$ cat src/hw/rtl/dcp_pkg.sv
// ----------------------------------------------------------------------------
// dcp_pkg: shared types, constants and step functions of the DIMACS parser
// Holds the parser mode encoding, the result record and the per-byte
// next-state functions used by the core.
// ----------------------------------------------------------------------------
`default_nettype none

package dcp_pkg;

	// Width of the value field of a result
	localparam int ValueW = 31;
	// Depth of the result queue
	localparam int FifoDepth = 4;

	localparam logic [7:0] ChNul     = 8'h00;
	localparam logic [7:0] ChNewline = 8'h0A;
	localparam logic [7:0] ChSpace   = 8'h20;
	localparam logic [7:0] ChMinus   = 8'h2D;
	localparam logic [7:0] ChPlus    = 8'h2B;
	localparam logic [7:0] ChZero    = 8'h30;
	localparam logic [7:0] ChNine    = 8'h39;
	localparam logic [7:0] ChLowC    = 8'h63;
	localparam logic [7:0] ChLowF    = 8'h66;
	localparam logic [7:0] ChLowN    = 8'h6E;
	localparam logic [7:0] ChLowP    = 8'h70;
	localparam logic [7:0] ChLowX    = 8'h78;
	localparam logic [7:0] ChTab     = 8'h09;
	localparam logic [7:0] ChCr      = 8'h0D;

	typedef enum logic [2:0] {
		K_LIT   = 3'd0,
		K_CEND  = 3'd1,
		K_HVARS = 3'd2,
		K_HCLS  = 3'd3,
		K_ERR   = 3'd4,
		K_END   = 3'd5
	} kind_t;

	// Parser mode: one-hot. Number contexts have three phases each:
	// 0 before the number, 1 after a sign, 2 inside the digits.
	typedef enum logic [13:0] {
		M_TOP      = 14'b00000000000001,
		M_COMMENT  = 14'b00000000000010,
		M_HDR_SP   = 14'b00000000000100,
		M_HDR_SEL  = 14'b00000000001000,
		M_HDR_TAIL = 14'b00000000010000,
		M_VARS0    = 14'b00000000100000,
		M_VARS1    = 14'b00000001000000,
		M_VARS2    = 14'b00000010000000,
		M_CLS0     = 14'b00000100000000,
		M_CLS1     = 14'b00001000000000,
		M_CLS2     = 14'b00010000000000,
		M_LIT0     = 14'b00100000000000,
		M_LIT1     = 14'b01000000000000,
		M_LIT2     = 14'b10000000000000
	} mode_t;

	typedef struct packed {
		mode_t              mode;
		logic [2:0]         kpos;
		logic [ValueW-1:0]  accum;
		logic               neg;
		logic               xcl;
		logic               xhd;
	} pstate_t;

	typedef struct packed {
		kind_t              kind;
		logic [ValueW-1:0]  value;
		logic               negated;
		logic               xor_clause;
		logic               xor_header;
		logic [7:0]         bad_byte;
		logic               last;
	} res_t;

	// Outcome of one pass of a byte through the parser
	typedef struct packed {
		pstate_t st;
		logic    err;
		logic    has_res;
		res_t    res;
		logic    again;
	} step_t;

	// Results handed from the core to the result queue in the same cycle
	typedef struct packed {
		logic [1:0] n;
		res_t       r0;
		res_t       r1;
	} push_t;

	function automatic pstate_t reset_state();
		pstate_t s;
		s       = '0;
		s.mode  = M_TOP;
		return s;
	endfunction

	function automatic logic is_space(input logic [7:0] b);
		return ((b >= ChTab) && (b <= ChCr)) || (b == ChSpace);
	endfunction

	function automatic logic is_digit(input logic [7:0] b);
		return (b >= ChZero) && (b <= ChNine);
	endfunction

	function automatic logic is_phase2(input mode_t m);
		return (m == M_VARS2) || (m == M_CLS2) || (m == M_LIT2);
	endfunction

	// Expected byte of the header keyword tail ("nf" or "cnf")
	function automatic logic [7:0] tail_char(input logic xhd, input logic [2:0] kpos);
		logic [7:0] c;
		c = ChLowF;
		if (xhd) begin
			if (kpos == 3'd0) c = ChLowC;
			else if (kpos == 3'd1) c = ChLowN;
		end else begin
			if (kpos == 3'd0) c = ChLowN;
		end
		return c;
	endfunction

	function automatic mode_t to_phase1(input mode_t m);
		mode_t r;
		unique case (m) inside
			M_VARS0, M_VARS1, M_VARS2: r = M_VARS1;
			M_CLS0, M_CLS1, M_CLS2:    r = M_CLS1;
			default:                   r = M_LIT1;
		endcase
		return r;
	endfunction

	function automatic mode_t to_phase2(input mode_t m);
		mode_t r;
		unique case (m) inside
			M_VARS0, M_VARS1, M_VARS2: r = M_VARS2;
			M_CLS0, M_CLS1, M_CLS2:    r = M_CLS2;
			default:                   r = M_LIT2;
		endcase
		return r;
	endfunction

	function automatic res_t make_res(input kind_t k, input logic [ValueW-1:0] v,
		input logic neg, input pstate_t st, input logic [7:0] bad);
		res_t r;
		r.kind       = k;
		r.value      = v;
		r.negated    = neg;
		r.xor_clause = st.xcl;
		r.xor_header = st.xhd;
		r.bad_byte   = bad;
		r.last       = 1'b0;
		return r;
	endfunction

	// Latch an error on byte b, state otherwise unchanged
	function automatic step_t fail(input pstate_t st, input logic [7:0] b);
		step_t f;
		f.st      = st;
		f.err     = 1'b1;
		f.has_res = 1'b1;
		f.res     = make_res(K_ERR, '0, 1'b0, st, b);
		f.again   = 1'b0;
		return f;
	endfunction

	// Close the pending number and emit its result
	function automatic step_t finish(input pstate_t st);
		step_t f;
		f.st      = st;
		f.err     = 1'b0;
		f.has_res = 1'b1;
		f.again   = 1'b1;
		unique case (st.mode) inside
			M_LIT0, M_LIT1, M_LIT2: begin
				if (st.accum == '0) begin
					f.res     = make_res(K_CEND, '0, 1'b0, st, ChNul);
					f.st.xcl  = 1'b0;
					f.st.mode = M_TOP;
				end else begin
					f.res     = make_res(K_LIT, st.accum - 1'b1, st.neg, st, ChNul);
					f.st.mode = M_LIT0;
				end
			end
			M_VARS0, M_VARS1, M_VARS2: begin
				f.res     = make_res(K_HVARS, st.accum, 1'b0, st, ChNul);
				f.st.mode = M_CLS0;
			end
			default: begin
				f.res     = make_res(K_HCLS, st.accum, 1'b0, st, ChNul);
				f.st.mode = M_TOP;
			end
		endcase
		f.st.accum = '0;
		f.st.neg   = 1'b0;
		return f;
	endfunction

	// One pass of byte b through the parser. acc_next and ovf carry the
	// precomputed times-ten accumulate for the digits phase.
	function automatic step_t feed(input pstate_t st, input logic [7:0] b,
		input logic [ValueW-1:0] acc_next, input logic ovf);
		step_t      f;
		logic [2:0] len;
		logic [2:0] kp1;
		f.st      = st;
		f.err     = 1'b0;
		f.has_res = 1'b0;
		f.res     = '0;
		f.again   = 1'b0;
		len       = st.xhd ? 3'd3 : 3'd2;
		kp1       = st.kpos + 3'd1;
		unique case (st.mode) inside
			M_TOP: begin
				if (!is_space(b)) begin
					if (b == ChLowC) begin
						f.st.mode = M_COMMENT;
					end else if (b == ChLowP) begin
						f.st.mode = M_HDR_SP;
					end else if (b == ChLowX) begin
						f.st.xcl  = 1'b1;
						f.st.mode = M_LIT0;
					end else begin
						f.st.xcl  = 1'b0;
						f.st.mode = M_LIT0;
						f.again   = 1'b1;
					end
				end
			end
			M_COMMENT: begin
				if (b == ChNewline) begin
					f.st.mode = M_TOP;
				end else if (b == ChNul) begin
					f.st.mode = M_TOP;
					f.again   = 1'b1;
				end
			end
			M_HDR_SP: begin
				if (b == ChSpace) f.st.mode = M_HDR_SEL;
				else f = fail(st, b);
			end
			M_HDR_SEL: begin
				if ((b == ChLowC) || (b == ChLowX)) begin
					f.st.xhd  = (b == ChLowX);
					f.st.kpos = 3'd0;
					f.st.mode = M_HDR_TAIL;
				end else begin
					f = fail(st, b);
				end
			end
			M_HDR_TAIL: begin
				if ((st.kpos < len) && (b == tail_char(st.xhd, st.kpos))) begin
					f.st.kpos = kp1;
					if (kp1 >= len) begin
						f.st.kpos = 3'd0;
						f.st.mode = M_VARS0;
					end
				end else begin
					f = fail(st, b);
				end
			end
			M_VARS0, M_CLS0, M_LIT0: begin
				if (!is_space(b)) begin
					if ((b == ChMinus) && (st.mode == M_LIT0)) begin
						f.st.neg   = 1'b1;
						f.st.accum = '0;
						f.st.mode  = to_phase1(st.mode);
					end else if (b == ChPlus) begin
						f.st.neg   = 1'b0;
						f.st.accum = '0;
						f.st.mode  = to_phase1(st.mode);
					end else if (is_digit(b)) begin
						f.st.neg   = 1'b0;
						f.st.accum = ValueW'(b[3:0]);
						f.st.mode  = to_phase2(st.mode);
					end else begin
						f = fail(st, b);
					end
				end
			end
			M_VARS1, M_CLS1, M_LIT1: begin
				if (is_digit(b)) begin
					f.st.accum = ValueW'(b[3:0]);
					f.st.mode  = to_phase2(st.mode);
				end else begin
					f = fail(st, b);
				end
			end
			M_VARS2, M_CLS2, M_LIT2: begin
				if (is_digit(b)) begin
					if (ovf) f = fail(st, b);
					else f.st.accum = acc_next;
				end else begin
					f = finish(st);
				end
			end
			default: begin
				f.st.mode = M_TOP;
			end
		endcase
		return f;
	endfunction

endpackage

`default_nettype wire

$ cat src/hw/rtl/dcp_channel_if.sv
// ----------------------------------------------------------------------------
// dcp_channel_if: valid/ready channels of the DIMACS parser
// Input channel carries one text byte or the end marker; output channel
// carries one parse result.
// ----------------------------------------------------------------------------
`default_nettype none

interface dcp_in_if;
	logic       valid;
	logic       ready;
	logic [7:0] char_byte;
	logic       end_of_input;

	modport source (output valid, output char_byte, output end_of_input, input ready);
	modport sink   (input valid, input char_byte, input end_of_input, output ready);
endinterface

interface dcp_out_if;
	logic                       valid;
	logic                       ready;
	dcp_pkg::kind_t             kind;
	logic [dcp_pkg::ValueW-1:0] value;
	logic                       negated;
	logic                       xor_clause;
	logic                       xor_header;
	logic [7:0]                 bad_byte;
	logic                       last;

	modport source (output valid, output kind, output value, output negated,
		output xor_clause, output xor_header, output bad_byte, output last,
		input ready);
	modport sink   (input valid, input kind, input value, input negated,
		input xor_clause, input xor_header, input bad_byte, input last,
		output ready);
endinterface

`default_nettype wire

$ cat src/hw/rtl/dcp_core.sv
// ----------------------------------------------------------------------------
// dcp_core: input register, parser state and per-byte step logic
// Registers a byte, steps the parser on it (twice if it ends a number,
// opens a clause or is NUL in a comment) and hands up to two results on.
// ----------------------------------------------------------------------------
`default_nettype none

module dcp_core #(
	parameter int VALUE_WIDTH = 32
) (
	input  wire logic       clk,
	input  wire logic       arst_n,
	dcp_in_if.sink          text,
	input  wire logic       room,
	output dcp_pkg::push_t  push
);

	localparam int AccW  = VALUE_WIDTH - 1;
	localparam int ProdW = VALUE_WIDTH + 3;
	localparam int ValW  = dcp_pkg::ValueW;
	localparam logic [ProdW-1:0] MagLimit = ProdW'((64'd1 << AccW) - 64'd1);

	logic             valid_s1;
	logic [7:0]       byte_s1;
	logic             eoi_s1;
	dcp_pkg::pstate_t state_q;
	logic             err_q;

	logic             fire;
	logic [ProdW-1:0] prod;
	logic             ovf;
	logic [ValW-1:0]  acc_next;
	dcp_pkg::step_t   f1;
	dcp_pkg::step_t   f2;
	dcp_pkg::step_t   fe;
	dcp_pkg::pstate_t st_e;
	dcp_pkg::res_t    r_end;
	dcp_pkg::pstate_t st_next;
	logic             err_next;
	dcp_pkg::push_t   push_c;

	// Take a new byte whenever the register drains this cycle
	assign fire       = valid_s1 && room;
	assign text.ready = !valid_s1 || room;

	// Times-ten accumulate and range check for the digits phase
	assign prod     = ProdW'({state_q.accum[AccW-1:0], 3'b000})
		+ ProdW'({state_q.accum[AccW-1:0], 1'b0}) + ProdW'(byte_s1[3:0]);
	assign ovf      = prod > MagLimit;
	assign acc_next = ValW'(prod[AccW-1:0]);

	// Step the parser over the held byte
	always_comb begin
		f1       = dcp_pkg::feed(state_q, byte_s1, acc_next, ovf);
		f2       = dcp_pkg::feed(f1.st, byte_s1, acc_next, ovf);
		fe       = dcp_pkg::finish(state_q);
		st_e     = state_q;
		r_end    = '0;
		push_c   = '0;
		st_next  = state_q;
		err_next = err_q;
		if (eoi_s1) begin
			st_next  = dcp_pkg::reset_state();
			err_next = 1'b0;
			if (err_q) begin
				push_c.n  = 2'd1;
				push_c.r0 = dcp_pkg::make_res(dcp_pkg::K_END, '0, 1'b0, state_q,
					dcp_pkg::ChNul);
			end else begin
				if (dcp_pkg::is_phase2(state_q.mode)) begin
					st_e = fe.st;
				end
				if ((st_e.mode == dcp_pkg::M_TOP) || (st_e.mode == dcp_pkg::M_COMMENT)) begin
					r_end = dcp_pkg::make_res(dcp_pkg::K_END, '0, 1'b0, st_e, dcp_pkg::ChNul);
				end else begin
					r_end = dcp_pkg::make_res(dcp_pkg::K_ERR, '0, 1'b0, st_e, dcp_pkg::ChNul);
				end
				if (dcp_pkg::is_phase2(state_q.mode)) begin
					push_c.n  = 2'd2;
					push_c.r0 = fe.res;
					push_c.r1 = r_end;
				end else begin
					push_c.n  = 2'd1;
					push_c.r0 = r_end;
				end
			end
		end else if (!err_q) begin
			if (f1.again) begin
				st_next  = f2.st;
				err_next = f2.err;
				if (f1.has_res && f2.has_res) begin
					push_c.n  = 2'd2;
					push_c.r0 = f1.res;
					push_c.r1 = f2.res;
				end else if (f1.has_res) begin
					push_c.n  = 2'd1;
					push_c.r0 = f1.res;
				end else if (f2.has_res) begin
					push_c.n  = 2'd1;
					push_c.r0 = f2.res;
				end
			end else begin
				st_next  = f1.st;
				err_next = f1.err;
				if (f1.has_res) begin
					push_c.n  = 2'd1;
					push_c.r0 = f1.res;
				end
			end
		end
		// Mark the final result of this byte
		if (push_c.n == 2'd1) push_c.r0.last = 1'b1;
		if (push_c.n == 2'd2) push_c.r1.last = 1'b1;
		// Hand results on only when the byte retires
		if (!fire) push_c.n = 2'd0;
	end

	assign push = push_c;

	// Control: input valid, parser state, error latch
	always_ff @(posedge clk or negedge arst_n) begin
		if (!arst_n) begin
			valid_s1 <= 1'b0;
			state_q  <= dcp_pkg::reset_state();
			err_q    <= 1'b0;
		end else begin
			if (text.ready) valid_s1 <= text.valid;
			if (fire) begin
				state_q <= st_next;
				err_q   <= err_next;
			end
		end
	end

	// Payload: hold the accepted byte
	always_ff @(posedge clk) begin
		if (text.valid && text.ready) begin
			byte_s1 <= text.char_byte;
			eoi_s1  <= text.end_of_input;
		end
	end

	a_push_room: assert property (@(posedge clk) disable iff (!arst_n)
		(push.n != 2'd0) |-> room)
		else $error("results pushed without queue space");

	a_err_silent: assert property (@(posedge clk) disable iff (!arst_n)
		(valid_s1 && err_q && !eoi_s1) |-> (push.n == 2'd0))
		else $error("result produced after a latched error");

	a_eoi_rearm: assert property (@(posedge clk) disable iff (!arst_n)
		(fire && eoi_s1) |=> (!err_q && (state_q.mode == dcp_pkg::M_TOP)))
		else $error("end of input did not return parser to reset state");

endmodule

`default_nettype wire

$ cat src/hw/rtl/dcp_res_fifo.sv
// ----------------------------------------------------------------------------
// dcp_res_fifo: result queue of the DIMACS parser
// Takes up to two results per cycle and presents one per output transaction.
// ----------------------------------------------------------------------------
`default_nettype none

module dcp_res_fifo (
	input  wire logic       clk,
	input  wire logic       arst_n,
	input  dcp_pkg::push_t  push,
	output logic            room,
	dcp_out_if.source       result
);

	localparam int Depth = dcp_pkg::FifoDepth;
	localparam int PtrW  = $clog2(Depth);
	localparam int CntW  = $clog2(Depth + 1);

	logic [CntW-1:0] count_q;
	logic [PtrW-1:0] wr_q;
	logic [PtrW-1:0] rd_q;
	dcp_pkg::res_t   mem_q [Depth];
	dcp_pkg::res_t   head;
	logic            pop;

	// Space for a byte that yields two results
	assign room = count_q <= CntW'(Depth - 2);
	assign pop  = result.valid && result.ready;

	// Pointers and fill count
	always_ff @(posedge clk or negedge arst_n) begin
		if (!arst_n) begin
			count_q <= '0;
			wr_q    <= '0;
			rd_q    <= '0;
		end else begin
			count_q <= count_q + CntW'(push.n) - CntW'(pop);
			wr_q    <= wr_q + PtrW'(push.n);
			rd_q    <= rd_q + PtrW'(pop);
		end
	end

	// Storage
	always_ff @(posedge clk) begin
		if (push.n != 2'd0) mem_q[wr_q] <= push.r0;
		if (push.n == 2'd2) mem_q[wr_q + PtrW'(1)] <= push.r1;
	end

	// Present the head entry
	assign head              = mem_q[rd_q];
	assign result.valid      = count_q != '0;
	assign result.kind       = head.kind;
	assign result.value      = head.value;
	assign result.negated    = head.negated;
	assign result.xor_clause = head.xor_clause;
	assign result.xor_header = head.xor_header;
	assign result.bad_byte   = head.bad_byte;
	assign result.last       = head.last;

	a_no_overflow: assert property (@(posedge clk) disable iff (!arst_n)
		(push.n != 2'd0) |-> ((int'(count_q) + int'(push.n)) <= Depth))
		else $error("result queue overflow");

	a_count_track: assert property (@(posedge clk) disable iff (!arst_n)
		1'b1 |=> (count_q == CntW'($past(count_q) + CntW'($past(push.n))
			- CntW'($past(pop)))))
		else $error("result queue count out of step");

	a_ptr_gap: assert property (@(posedge clk) disable iff (!arst_n)
		(PtrW'(wr_q - rd_q) == PtrW'(count_q)))
		else $error("result queue pointers disagree with fill count");

endmodule

`default_nettype wire

$ cat src/hw/rtl/dimacs_cnf_stream_parser.sv
// ----------------------------------------------------------------------------
// dimacs_cnf_stream_parser: DIMACS CNF/XCNF text to literal stream
// Parses one text byte per input transaction into header counts, literals,
// clause ends, errors and an end-of-stream marker.
// ----------------------------------------------------------------------------
// The parser accepts one byte per clock cycle while the result queue has room.
// A byte is held in the input register until it retires; its results are then
// written into the result queue, whose head is presented on the output.
// A byte yields zero, one or two results; two come
// when the byte ends a number and also produces a result of its own, or at
// end of input when a pending number is closed ahead of the end or error
// result. Such a byte needs two output transactions, so the input side
// follows the output rate. A four-entry result queue sits between the step
// logic and the output channel; a byte is taken from the input register
// only while the queue has space for two results, so the output ready has
// no combinational path to the input ready. After an error the parser
// stays silent until end of input, which returns it to its reset state.
`default_nettype none

module dimacs_cnf_stream_parser #(
	parameter int VALUE_WIDTH = 32
) (
	input  wire logic  clk,
	input  wire logic  arst_n,
	dcp_in_if.sink     text,
	dcp_out_if.source  result
);

	dcp_pkg::push_t push;
	logic           room;

	// Byte register and parser state
	dcp_core #(
		.VALUE_WIDTH (VALUE_WIDTH)
	) u_core (
		.clk    (clk),
		.arst_n (arst_n),
		.text   (text),
		.room   (room),
		.push   (push)
	);

	// Result queue
	dcp_res_fifo u_fifo (
		.clk    (clk),
		.arst_n (arst_n),
		.push   (push),
		.room   (room),
		.result (result)
	);

endmodule

`default_nettype wire

$ cat src/flat_wrapper.sv
// flat-port wrapper written by rule: the top's interface ports become plain ports
module dimacs_cnf_stream_parser_flat 
#(
	parameter int VALUE_WIDTH = 32
)
  (clk, arst_n, text_valid, text_char_byte, text_end_of_input, text_ready, result_valid, result_kind, result_value, result_negated, result_xor_clause, result_xor_header, result_bad_byte, result_last, result_ready);
  dcp_in_if text_i ();
  dcp_out_if result_i ();
  input  wire logic clk;
  input  wire logic arst_n;
  input wire logic [$bits(text_i.valid)-1:0] text_valid;
  input wire logic [$bits(text_i.char_byte)-1:0] text_char_byte;
  input wire logic [$bits(text_i.end_of_input)-1:0] text_end_of_input;
  output wire logic [$bits(text_i.ready)-1:0] text_ready;
  output wire logic [$bits(result_i.valid)-1:0] result_valid;
  output wire logic [$bits(result_i.kind)-1:0] result_kind;
  output wire logic [$bits(result_i.value)-1:0] result_value;
  output wire logic [$bits(result_i.negated)-1:0] result_negated;
  output wire logic [$bits(result_i.xor_clause)-1:0] result_xor_clause;
  output wire logic [$bits(result_i.xor_header)-1:0] result_xor_header;
  output wire logic [$bits(result_i.bad_byte)-1:0] result_bad_byte;
  output wire logic [$bits(result_i.last)-1:0] result_last;
  input wire logic [$bits(result_i.ready)-1:0] result_ready;
  assign text_i.valid = text_valid;
  assign text_i.char_byte = text_char_byte;
  assign text_i.end_of_input = text_end_of_input;
  assign text_ready = text_i.ready;
  assign result_valid = result_i.valid;
  assign result_kind = result_i.kind;
  assign result_value = result_i.value;
  assign result_negated = result_i.negated;
  assign result_xor_clause = result_i.xor_clause;
  assign result_xor_header = result_i.xor_header;
  assign result_bad_byte = result_i.bad_byte;
  assign result_last = result_i.last;
  assign result_i.ready = result_ready;
  dimacs_cnf_stream_parser #(.VALUE_WIDTH(VALUE_WIDTH)) u_core (.clk(clk), .arst_n(arst_n), .text(text_i), .result(result_i));
endmodule
$ cat config.mk
export PLATFORM = sky130hd
export DESIGN_NAME = dimacs_cnf_stream_parser_flat
export DESIGN_NICKNAME = d
export VERILOG_FILES = /design/src/hw/rtl/dcp_pkg.sv /design/src/hw/rtl/dcp_channel_if.sv /design/src/hw/rtl/dcp_core.sv /design/src/hw/rtl/dcp_res_fifo.sv /design/src/hw/rtl/dimacs_cnf_stream_parser.sv /design/src/flat_wrapper.sv
export SDC_FILE = /design/constraint.sdc
export NUM_CORES = 1
export LEC_CHECK = 0
export BUFFER_PORTS_ARGS = -buffer_cell sky130_fd_sc_hd__buf_2
export CAP_MARGIN = 20
export CORE_MARGIN = 3
export CORE_UTILIZATION = 55
export DETAILED_ROUTE_END_ITERATION = 12
export PLACE_DENSITY = 0.72
export SLEW_MARGIN = 5
export SYNTH_ARGS = -nofsm -noshare
export SYNTH_HDL_FRONTEND = slang
export SYNTH_SLANG_ARGS = --single-unit
$ cat constraint.sdc
create_clock -name clk -period 15.9 [get_ports clk]
set_input_delay 1.59 -clock clk [delete_from_list [all_inputs] [get_ports clk]]
set_output_delay 1.59 -clock clk [all_outputs]
set_load 0.05 [all_outputs]
==> results of run 1 <==
-- worst max-delay path, stage by stage, from the launching register on --
cell and delay [ns]:
edfxtp_1 0.81, inv_1 0.33, fa_1 0.59, fa_1 0.42
nand2b_1 0.18, a21oi_1 0.21, o2111ai_1 0.17, a2111o_1 0.42
nand2_1 0.09, a311o_1 0.18, o211ai_2 0.25, or2_2 0.39
a221o_1 0.53, ha_1 0.38, o211ai_2 0.22, o21bai_2 0.22
nand2_4 0.16, or3_1 0.49, a21boi_4 0.60, buf_4 0.50
-- per-layer routing --
metal  track usage  vias up
met5             0        -
met4        0.0614        0
met3        0.0452       70
met2         0.420      473
met1         0.385     6060
li1              -     5792
-- logic make-up after synthesis --
kind of cell,count (synthesis),share of synthesized area
simple gates,634,0.197
buf+inv,122,0.0354
mux,57,0.0724
xor+xnor,44,0.0243
flops,253,0.460
compound gates,351,0.147
fa+ha+maj,79,0.0637
-- registers in the layout, summed over array words and instances, names as in the netlist --
| name | flops |
|---|---|
| u_core.u_core.byte_s1 | 8 |
| u_core.u_core.eoi_s1 | 1 |
| u_core.u_core.err_q | 1 |
| u_core.u_core.fe | 4 |
| u_core.u_core.state_q | 47 |
| u_core.u_core.valid_s1 | 1 |
| u_core.u_fifo.count_q | 3 |
| u_core.u_fifo.mem_q | 184 |
| u_core.u_fifo.rd_q | 2 |
| u_core.u_fifo.wr_q | 2 |
-- final cells by class --
type | count | area [um^2]
Multi-Input combinational cell | 1165 | 8050
Tap cell | 378 | 473
Sequential cell | 253 | 7300
Inverter | 36 | 135
Clock buffer | 32 | 694
Timing Repair Buffer | 79 | 455
Clock inverter | 15 | 135
Fill cell | 2315 | 10800
-- cells in the final DEF, fill, tap and decap left out, types with 7 or more instances in the layout --
cell | netlist | layout
nor2_1 | 209 | 209
edfxtp_1 | 193 | 193
nand2_1 | 168 | 166
o21ai_0 | 93 | 92
ha_1 | 76 | 76
a21oi_1 | 71 | 70
buf_2 | 26 | 60
dfrtp_1 | 59 | 57
mux4_2 | 46 | 46
inv_1 | 36 | 36
nor3_1 | 37 | 36
o21ai_1 | 31 | 32
nand3_1 | 29 | 29
clkbuf_16 | 0 | 27
xor2_1 | 25 | 25
and2_1 | 23 | 23
nor2b_1 | 23 | 23
a21o_1 | 23 | 23
nor4_1 | 19 | 19
or3_1 | 19 | 19
xnor2_1 | 19 | 19
buf_4 | 5 | 18
nand4_1 | 14 | 14
or4_1 | 12 | 12
or2_2 | 12 | 12
o31ai_1 | 12 | 12
and3_1 | 11 | 11
nand2b_1 | 10 | 10
a22o_1 | 10 | 10
mux2i_1 | 9 | 9
o21a_1 | 8 | 8
o211ai_1 | 8 | 8
o2bb2ai_1 | 8 | 8
nand3b_1 | 7 | 7
a211o_1 | 7 | 7
a31oi_1 | 7 | 7
-- worst min path at each step --
stage | startpoint | endpoint | slack [ns] | cells after the start
6_report | u_core.u_fifo.count_q[2]$_DFF_PN0_ | u_core.u_fifo.count_q[2]$_DFF_PN0_ | 0.50 | 1
3_5_place_dp | u_core.u_fifo.count_q[2]$_DFF_PN0_ | u_core.u_fifo.count_q[2]$_DFF_PN0_ | 0.48 | 1
2_1_floorplan | u_core.u_fifo.count_q[2]$_DFF_PN0_ | u_core.u_fifo.count_q[2]$_DFF_PN0_ | 0.46 | 1
5_1_grt | u_core.u_fifo.count_q[2]$_DFF_PN0_ | u_core.u_fifo.count_q[2]$_DFF_PN0_ | 0.53 | 1
4_1_cts | u_core.u_fifo.count_q[2]$_DFF_PN0_ | u_core.u_fifo.count_q[2]$_DFF_PN0_ | 0.50 | 1
3_3_place_gp | u_core.u_fifo.count_q[2]$_DFF_PN0_ | u_core.u_fifo.count_q[2]$_DFF_PN0_ | 0.48 | 1
-- power by group through the flow --
stage / Sequential (uW) / Clock (uW) / Combinational [uW]
floorplan: 838 / 0 / 764
global placement: 893 / 0 / 929
detailed placement: 897 / 0 / 936
CTS: 884 / 608 / 940
global route: 874 / 635 / 1030
finish: 866 / 598 / 963
-- metrics by stage --
step,cells,hold slack [ns],cell area [um^2]
2_1_floorplan,1540,0.460,15900
3_3_place_gp,1910,0.481,16400
3_5_place_dp,1910,0.484,16400
4_1_cts,1957,0.497,17200
5_1_grt,1958,0.533,17200
6_report,1958,0.501,17200
==> impl_metrics.yaml, run 1 <==
worst_setup_path:
  crit_start: "u_core.u_core.byte_s1[3]$_DFFE_PP_"
  r2r-end: "u_core.u_fifo.mem_q[3][21]$_DFFE_PP_"
  crit_fanout: 29
  r2r_start: "u_core.u_core.byte_s1[3]$_DFFE_PP_"
  endpoint: "u_core.u_fifo.mem_q[3][21]$_DFFE_PP_"
  regToRegSetupSlack_ns: 8.36
  end_kind: "flip-flop"
  rr_worst_depth: 19
  worstPathArrival_ns: 7.74
  cp.required_ns: 16.10
  cp-start-kind: "flip-flop"
  crit_type: "flip-flop to flip-flop"
global_routing:
  grt_max_degree: 61
  gr-total-overflow: 0
  grt_pass1_wl_um: 66000
  antenna_found_initial: 1
  grt_usage: 0.265
  grt_pass1_vias: 12000
power:
  clockPowerShare: 0.246
  powerDensity_mw_per_mm2: 141
  p_int_uw: 1430
  p_switching_uw: 997
  p_total_uw: 2430
  p_comb_frac: 0.397
  ir_worst_vdd_mv: 0.0925
  p_leak_uw: 0.00696
  switching_share: 0.411
  seqPwrFrac: 0.357
timing:
  worstMarginPinSlew_ns: 1.05
  finalHoldViolations: 0
  tns_ns: 0
  skew_ns: 0.0176
  setup_violations: 0
  fin_ws_ns: 8.36
  max_freq_mhz: 133
  rsz0062_at_grt: "no"
  slew_headroom: 0.296
  finalCritPeriodShare: 0.474
  min_period_ns: 7.54
  drv_slew: 0
clock_tree:
  h-tree-depth: 1
  path_clk_slew_ns: 0.06
  ctsHoldBuffers: 0
  cts_root_buf: "clkbuf_16"
  clkSinkCount: 253
  cts_buffers: 27
  cts_setup_buffers: 0
  clkLatencyLatePin_ns: 0.56
  cts_tree: "yes"
  post_cts_resized: 0
  clockBufferDepth: 3
synth:
  synth_common_cells: "nor2_1, edfxtp_1, nand2_1"
  ys_warn_count: 0
  ys_types: 89
  post_synth.cell_area_avg_um2: 10.3
  yosys.area.top_type_share: 0.365
  synth.area.top_cells: "edfxtp_1, dfrtp_1, mux4_2"
  ys.flop_type: "edfxtp_1"
  synthesis.nets: 1632
  yosysMostFrequentCell: "nor2_1"
  yosysTopAreaCell: "edfxtp_1"
  async_flop_share: 0.237
  syn_inst: 1540
  seq_area_frac_synth: 0.460
  netlist_area_mm2: 0.0159
  synth-edff-count: 193
  ys_ff_latch: 253
floorplanning:
  die_w_um: 176
  std_cell_rows: 61
  io_pins: 61
  start_util: 0.565
  coreArea_mm2: 0.0281
  die_area_mm2: 0.0309
  die_h_um: 176
detailed_routing:
  dr.pass1.iters: 7
  drc: 0
  finalWirelength_um: 40700
  highest_layer: "met4"
  via_count: 12400
  dr_wl_met3_um: 3030
  wire_per_inst_um: 20.8
  ant_nets: 0
  drt_iter0_drc: 1147
  vias_per_cell: 6.33
  met2WireLength_um: 18900
  wirelength_met1_um: 18000
finish:
  antenna_cells: 0
  nets: 1654
  area_growth_pct: 8.69
  utilization: 0.614
  layout-drive-gt1-share: 0.144
run_status:
  status: "complete, no violations"
placement:
  place.gp.congestion: 0.976
  pre_cts_slack_ns: 8.52
  numPortBuffers: 60
  dpl.hpwl_um: 28900
job:
  cap_viol_max_count: 0
worst_hold_path:
  hp-class: "flip-flop to flip-flop"
No activity file was read; power rests on OpenSTA's default activity.
==> run 2: changes to the inputs <==
Settings changed: PLACE_DENSITY 0.72 to 0.75.
Clock period 15.9 ns to 6.8 ns, I/O delays scaled along.
==> run 2 against run 1 <==
Effect of this change:
- final cell count up 0.61%
- combinational power up 140%
- global-route usage up 0.17 points
- setup slack worse by 8.0 ns
- worst hold slack worse by 0.19 ns
- sequential cell count unchanged
- sequential share of layout area down 0.43 points
- count of clock-buffer cells in the layout up 1
- largest cell class unchanged
- first-iteration DRC count up 47%
- highest routed layer unchanged
- die area unchanged
==> impl_metrics.yaml, run 2 (same netlist as run 1, synthesis figures left out) <==
run_status:
  status: "complete, no violations"
job:
  cap_viol_max_count: 0
global_routing:
  grt_usage: 0.266
  grt_pass1_vias: 12200
  grt_pass1_wl_um: 66500
  gr-total-overflow: 0
  grt_max_degree: 61
  antenna_found_initial: 0
finish:
  area_growth_pct: 9.80
  top_register: "u_core.u_fifo.mem_q"
  antenna_cells: 0
  layout-drive-gt1-share: 0.151
  design_area_mm2: 0.0174
  finalNonFillerCells: 1970
  layout_common_cells: "nor2_1, edfxtp_1, nand2_1, o21ai_0, ha_1"
  mostFrequentLayoutCell: "nor2_1"
  reg_top3: "u_core.u_fifo.mem_q x184, u_core.u_core.state_q x47, u_core.u_core.byte_s1 x8"
  fillers: 2294
  utilization: 0.620
  largest_reg_flops: 184
  nets: 1663
detailed_routing:
  finalWirelength_um: 41400
  wire_per_inst_um: 21.0
  ant_nets: 0
  dr.pass1.iters: 6
  drt_iter0_drc: 1689
  vias_per_cell: 6.37
  via_count: 12600
  drc: 0
clock_tree:
  clockBufferDepth: 3
  ctsHoldBuffers: 0
  path_clk_slew_ns: 0.06
  cts_tree: "yes"
  cts_setup_buffers: 0
  h-tree-depth: 1
  clkLatencyLatePin_ns: 0.54
  cts_root_buf: "clkbuf_16"
  clkSinkCount: 253
  cts_buffers: 27
  post_cts_resized: 0
power:
  p_total_uw: 5800
  switching_share: 0.402
  p_int_uw: 3470
  seqPwrFrac: 0.345
  p_switching_uw: 2330
  p_leak_uw: 0.00704
  p_comb_frac: 0.397
  ir_worst_vdd_mv: 0.262
  clockPowerShare: 0.258
  powerDensity_mw_per_mm2: 333
timing:
  min_period_ns: 6.40
  finalCritPeriodShare: 0.941
  finalHoldViolations: 0
  skew_ns: 0.0214
  worstMarginPinSlew_ns: 0.934
  max_freq_mhz: 156
  fin_hold_ws_ns: 0.315
  slew_headroom: 0.377
  rsz0062_at_grt: "no"
  drv_slew: 0
  setup_violations: 0
placement:
  numPlacedInstances: 1920
  numPortBuffers: 60
  dpl.hpwl_um: 29100
  place_area_mm2: 0.0165
  place.gp.congestion: 0.972
floorplanning:
  std_cell_rows: 61
  die_w_um: 176
  start_util: 0.565
  die_area_mm2: 0.0309
  die_h_um: 176
  io_pins: 61
  coreArea_mm2: 0.0281
worst_setup_path:
  rr_worst_depth: 20
  crit_fanout: 38
  cp-start-kind: "flip-flop"
  cp.required_ns: 7.02
  worstPathArrival_ns: 6.62
  crit_type: "flip-flop to flip-flop"
  end_kind: "flip-flop"
worst_hold_path:
  whs_path_depth: 1
  hp-class: "primary input to flip-flop"
[run 2: cell count changes in the layout (fill, tap and decap cells not counted), moves of 2 or more]
cell | previous run | this run
buf_12 | 1 | 4
bufinv_16 | 1 | 4
clkinv_2 | 0 | 2
inv_6 | 4 | 2
buf_4 | 18 | 24
[run 2: cell type report]
type                       instances  area [um^2]  share of cell area
multi-input combinational       1165         8050               0.462
sequential                       253         7300               0.419
clock buffer                      33          698              0.0401
timing repair buffer              88          561              0.0322
tap                              378          473              0.0272
clock inverter                    17          203              0.0116
inverter                          36          135             0.00776
[run 2: routing by layer]
layer  track usage  wire length [um]  vias up
li1              -                 -     5802
met1         0.388             17700     6065
met2         0.426             19000      608
met3        0.0398              3720       80
met4        0.0633               911        0
met5             0                 0        -
[run 2: power by group through the flow]
stage / combinational (uW) / clock (uW) / sequential [uW]
after floorplan: 1790 / 0 / 1950
after global placement: 2250 / 0 / 2010
after detailed placement: 2290 / 0 / 2030
after CTS: 2300 / 1510 / 2000
after global routing: 2450 / 1580 / 2020
final: 2300 / 1490 / 2000
[run 2: per-stage QoR]
stage / TNS (ns) / setup slack [ns]
floorplan: -7.28 / -0.0871
global route: 0 / 0.110
finish: 0 / 0.401
global placement: 0 / 0.697
detailed placement: 0 / 0.516
CTS: 0 / 0.513
[run 2: final timing paths]
path / startpoint / to / slack (ns)
max: u_core.u_core.byte_s1[2]$_DFFE_PP_ / u_core.u_fifo.mem_q[2][28]$_DFFE_PP_ / 0.40
min: text_char_byte[5] / u_core.u_core.byte_s1[5]$_DFFE_PP_ / 0.32
max reg2reg: u_core.u_core.byte_s1[2]$_DFFE_PP_ / u_core.u_fifo.mem_q[2][28]$_DFFE_PP_ / 0.40
min reg2reg: u_core.u_fifo.count_q[2]$_DFF_PN0_ / u_core.u_fifo.count_q[2]$_DFF_PN0_ / 0.52
max in group asynchronous: arst_n / u_core.u_fifo.rd_q[1]$_DFF_PN0_ / 5.88
min in group asynchronous: arst_n / u_core.u_core.state_q[23]$_DFFE_PN0P_ / 0.33
[run 2: worst max-delay path: stages (launching register included)]
cell,delay [ns]
edfxtp_1,0.56
ha_1,0.36
ha_1,0.15
inv_1,0.06
fa_1,0.44
nand2b_1,0.18
a21oi_1,0.22
o2111ai_1,0.18
a2111o_1,0.43
nand2_1,0.08
a311o_1,0.18
o211ai_2,0.14
or2_2,0.34
a221o_1,0.53
ha_1,0.33
and3_1,0.20
o21ai_2,0.55
nor2_1,0.15
nand2_1,0.32
nand2_2,0.26
buf_4,0.37
==> run 3: changes to the inputs <==
Settings changed: RECOVER_POWER set to 50.
==> run 3 against run 2 <==
Effect of this change:
- register-to-register slack improved by 0.09 ns
- total power fell by 0.74%
- die area did not move
- the run now ends with capacitance limit, slew limit left
- sequential share of layout area rose by 0.40 points
- worst hold slack improved by 0.00068 ns
- utilization fell by 0.58 points
- largest power group unchanged
- setup slack improved by 0.088 ns
==> impl_metrics.yaml, run 3 (same netlist as run 1, synthesis figures left out) <==
finish:
  reg_top3: "u_core.u_fifo.mem_q x184, u_core.u_core.state_q x47, u_core.u_core.byte_s1 x8"
  area_growth_pct: 8.78
  mostFrequentLayoutCell: "nor2_1"
  finalNonFillerCells: 1970
  largest_reg_flops: 184
  fillers: 2331
  nets: 1663
  layout_common_cells: "nor2_1, edfxtp_1, nand2_1, o21ai_0, ha_1"
  seqCellArea_mm2: 0.00730
  top_register: "u_core.u_fifo.mem_q"
  antenna_cells: 0
  layout-drive-gt1-share: 0.111
  multi_input_area_mm2: 0.00798
  utilization: 0.614
worst_setup_path:
  crit_start: "u_core.u_core.byte_s1[2]$_DFFE_PP_"
  rr_worst_depth: 20
  worstPathArrival_ns: 6.54
  crit_fanout: 14
  cp.required_ns: 7.03
  r2r-end: "u_core.u_fifo.mem_q[0][33]$_DFFE_PP_"
  cp-start-kind: "flip-flop"
  r2r_start: "u_core.u_core.byte_s1[2]$_DFFE_PP_"
  end_kind: "flip-flop"
  crit_type: "flip-flop to flip-flop"
  endpoint: "u_core.u_fifo.mem_q[0][33]$_DFFE_PP_"
  regToRegSetupSlack_ns: 0.49
detailed_routing:
  dr_wl_met3_um: 3510
  highest_layer: "met4"
  ant_nets: 0
  met2WireLength_um: 19000
  finalWirelength_um: 41400
  drt_iter0_drc: 1634
  wirelength_met1_um: 18000
  vias_per_cell: 6.38
  dr.pass1.iters: 6
  wire_per_inst_um: 21.0
  drc: 0
  via_count: 12600
global_routing:
  gr-total-overflow: 0
  grt_max_degree: 61
  grt_usage: 0.266
  antenna_found_initial: 0
  grt_pass1_wl_um: 66500
  grt_pass1_vias: 12200
timing:
  min_period_ns: 6.31
  setup_violations: 0
  max_freq_mhz: 158
  finalCritPeriodShare: 0.928
  worstMarginPinSlew_ns: 3.96
  finalHoldViolations: 0
  rsz0062_at_grt: "no"
  drv_slew: 109
  tns_ns: 0
  slew_headroom: -1.64
  skew_ns: 0.0221
clock_tree:
  path_clk_slew_ns: 0.06
  clockBufferDepth: 3
  cts_root_buf: "clkbuf_16"
  clkSinkCount: 253
  post_cts_resized: 0
  cts_setup_buffers: 0
  clkLatencyLatePin_ns: 0.54
  cts_tree: "yes"
  cts_buffers: 27
  h-tree-depth: 1
  ctsHoldBuffers: 0
floorplanning:
  die_h_um: 176
  std_cell_rows: 61
  start_util: 0.565
  die_w_um: 176
  die_area_mm2: 0.0309
  coreArea_mm2: 0.0281
  io_pins: 61
power:
  p_leak_uw: 0.00685
  powerDensity_mw_per_mm2: 334
  ir_worst_vdd_mv: 0.259
worst_hold_path:
  hp-class: "primary input to flip-flop"
job:
  cap_viol_max_count: 2
run_status:
  status: "finished, violations left"
  violations: "capacitance limit, slew limit"
placement:
  dpl.hpwl_um: 29100
  numPlacedInstances: 1920
  numPortBuffers: 60
  place.gp.congestion: 0.972
## run 3: cell types whose count changed in the layout (fill, tap and decap cells not counted), sizes merged
cell    before  now
buf         88   31
clkbuf      33   90
## run 3: report_power, final
part           leakage, uW  switching (uW)  internal [uW]  total [uW]
logic              0.00368            1590            669        2260
registers          0.00273             122           1880        2000
clock network     0.000428             609            886        1490
total              0.00685            2320           3430        5760
## run 3: worst min path at each step
stage                                             startpoint                                  to  cells past startpoint
final                                      text_char_byte[5]  u_core.u_core.byte_s1[5]$_DFFE_PP_                      1
after floorplan                                       arst_n     u_core.u_core.err_q$_DFFE_PN0P_                      0
after global placement    u_core.u_fifo.count_q[2]$_DFF_PN0_  u_core.u_fifo.count_q[2]$_DFF_PN0_                      1
after global routing                       text_char_byte[5]  u_core.u_core.byte_s1[5]$_DFFE_PP_                      1
after detailed placement  u_core.u_fifo.count_q[2]$_DFF_PN0_  u_core.u_fifo.count_q[2]$_DFF_PN0_                      1
after CTS                                  text_char_byte[4]  u_core.u_core.byte_s1[4]$_DFFE_PP_                      1
## run 3: per-stage QoR
| stage | power, uW | hold slack, ns | setup WS, ns | cell area [um^2] |
|---|---|---|---|---|
| floorplan | 3740 | 0.384 | -0.0871 | 15900 |
| global placement | 4270 | 0.483 | 0.697 | 16500 |
| detailed placement | 4310 | 0.515 | 0.516 | 16500 |
| CTS | 5800 | 0.305 | 0.513 | 17400 |
| global route | 6010 | 0.308 | 0.149 | 17300 |
| finish | 5760 | 0.316 | 0.489 | 17300 |
## run 3: area by class of cell
class | count | area share
multi-input cells | 1165 | 0.463
flip-flops and latches | 253 | 0.423
clock buffers | 33 | 0.0405
well taps | 378 | 0.0274
repair buffers | 88 | 0.0268
clock inverters | 17 | 0.0117
inverters | 36 | 0.00783
## run 3: critical path, stage by stage (launching register included)
cell       delay, ns
edfxtp_1        0.56
ha_1            0.36
ha_1            0.15
inv_1           0.06
fa_1            0.44
nand2b_1        0.18
a21oi_1         0.22
o2111ai_1       0.18
a2111o_1        0.43
nand2_1         0.08
a311o_1         0.18
o211ai_2        0.14
or2_2           0.33
a221o_1         0.53
ha_1            0.38
o211ai_2        0.19
o21bai_2        0.21
nand2_4         0.14
or3_1           0.53
nand2_2         0.38
buf_4           0.30
## run 3: routing by layer
metal,vias to the layer above,track usage
met2,592,0.426
li1,5813,-
met1,6080,0.388
met5,-,0
met3,91,0.0398
met4,0,0.0633
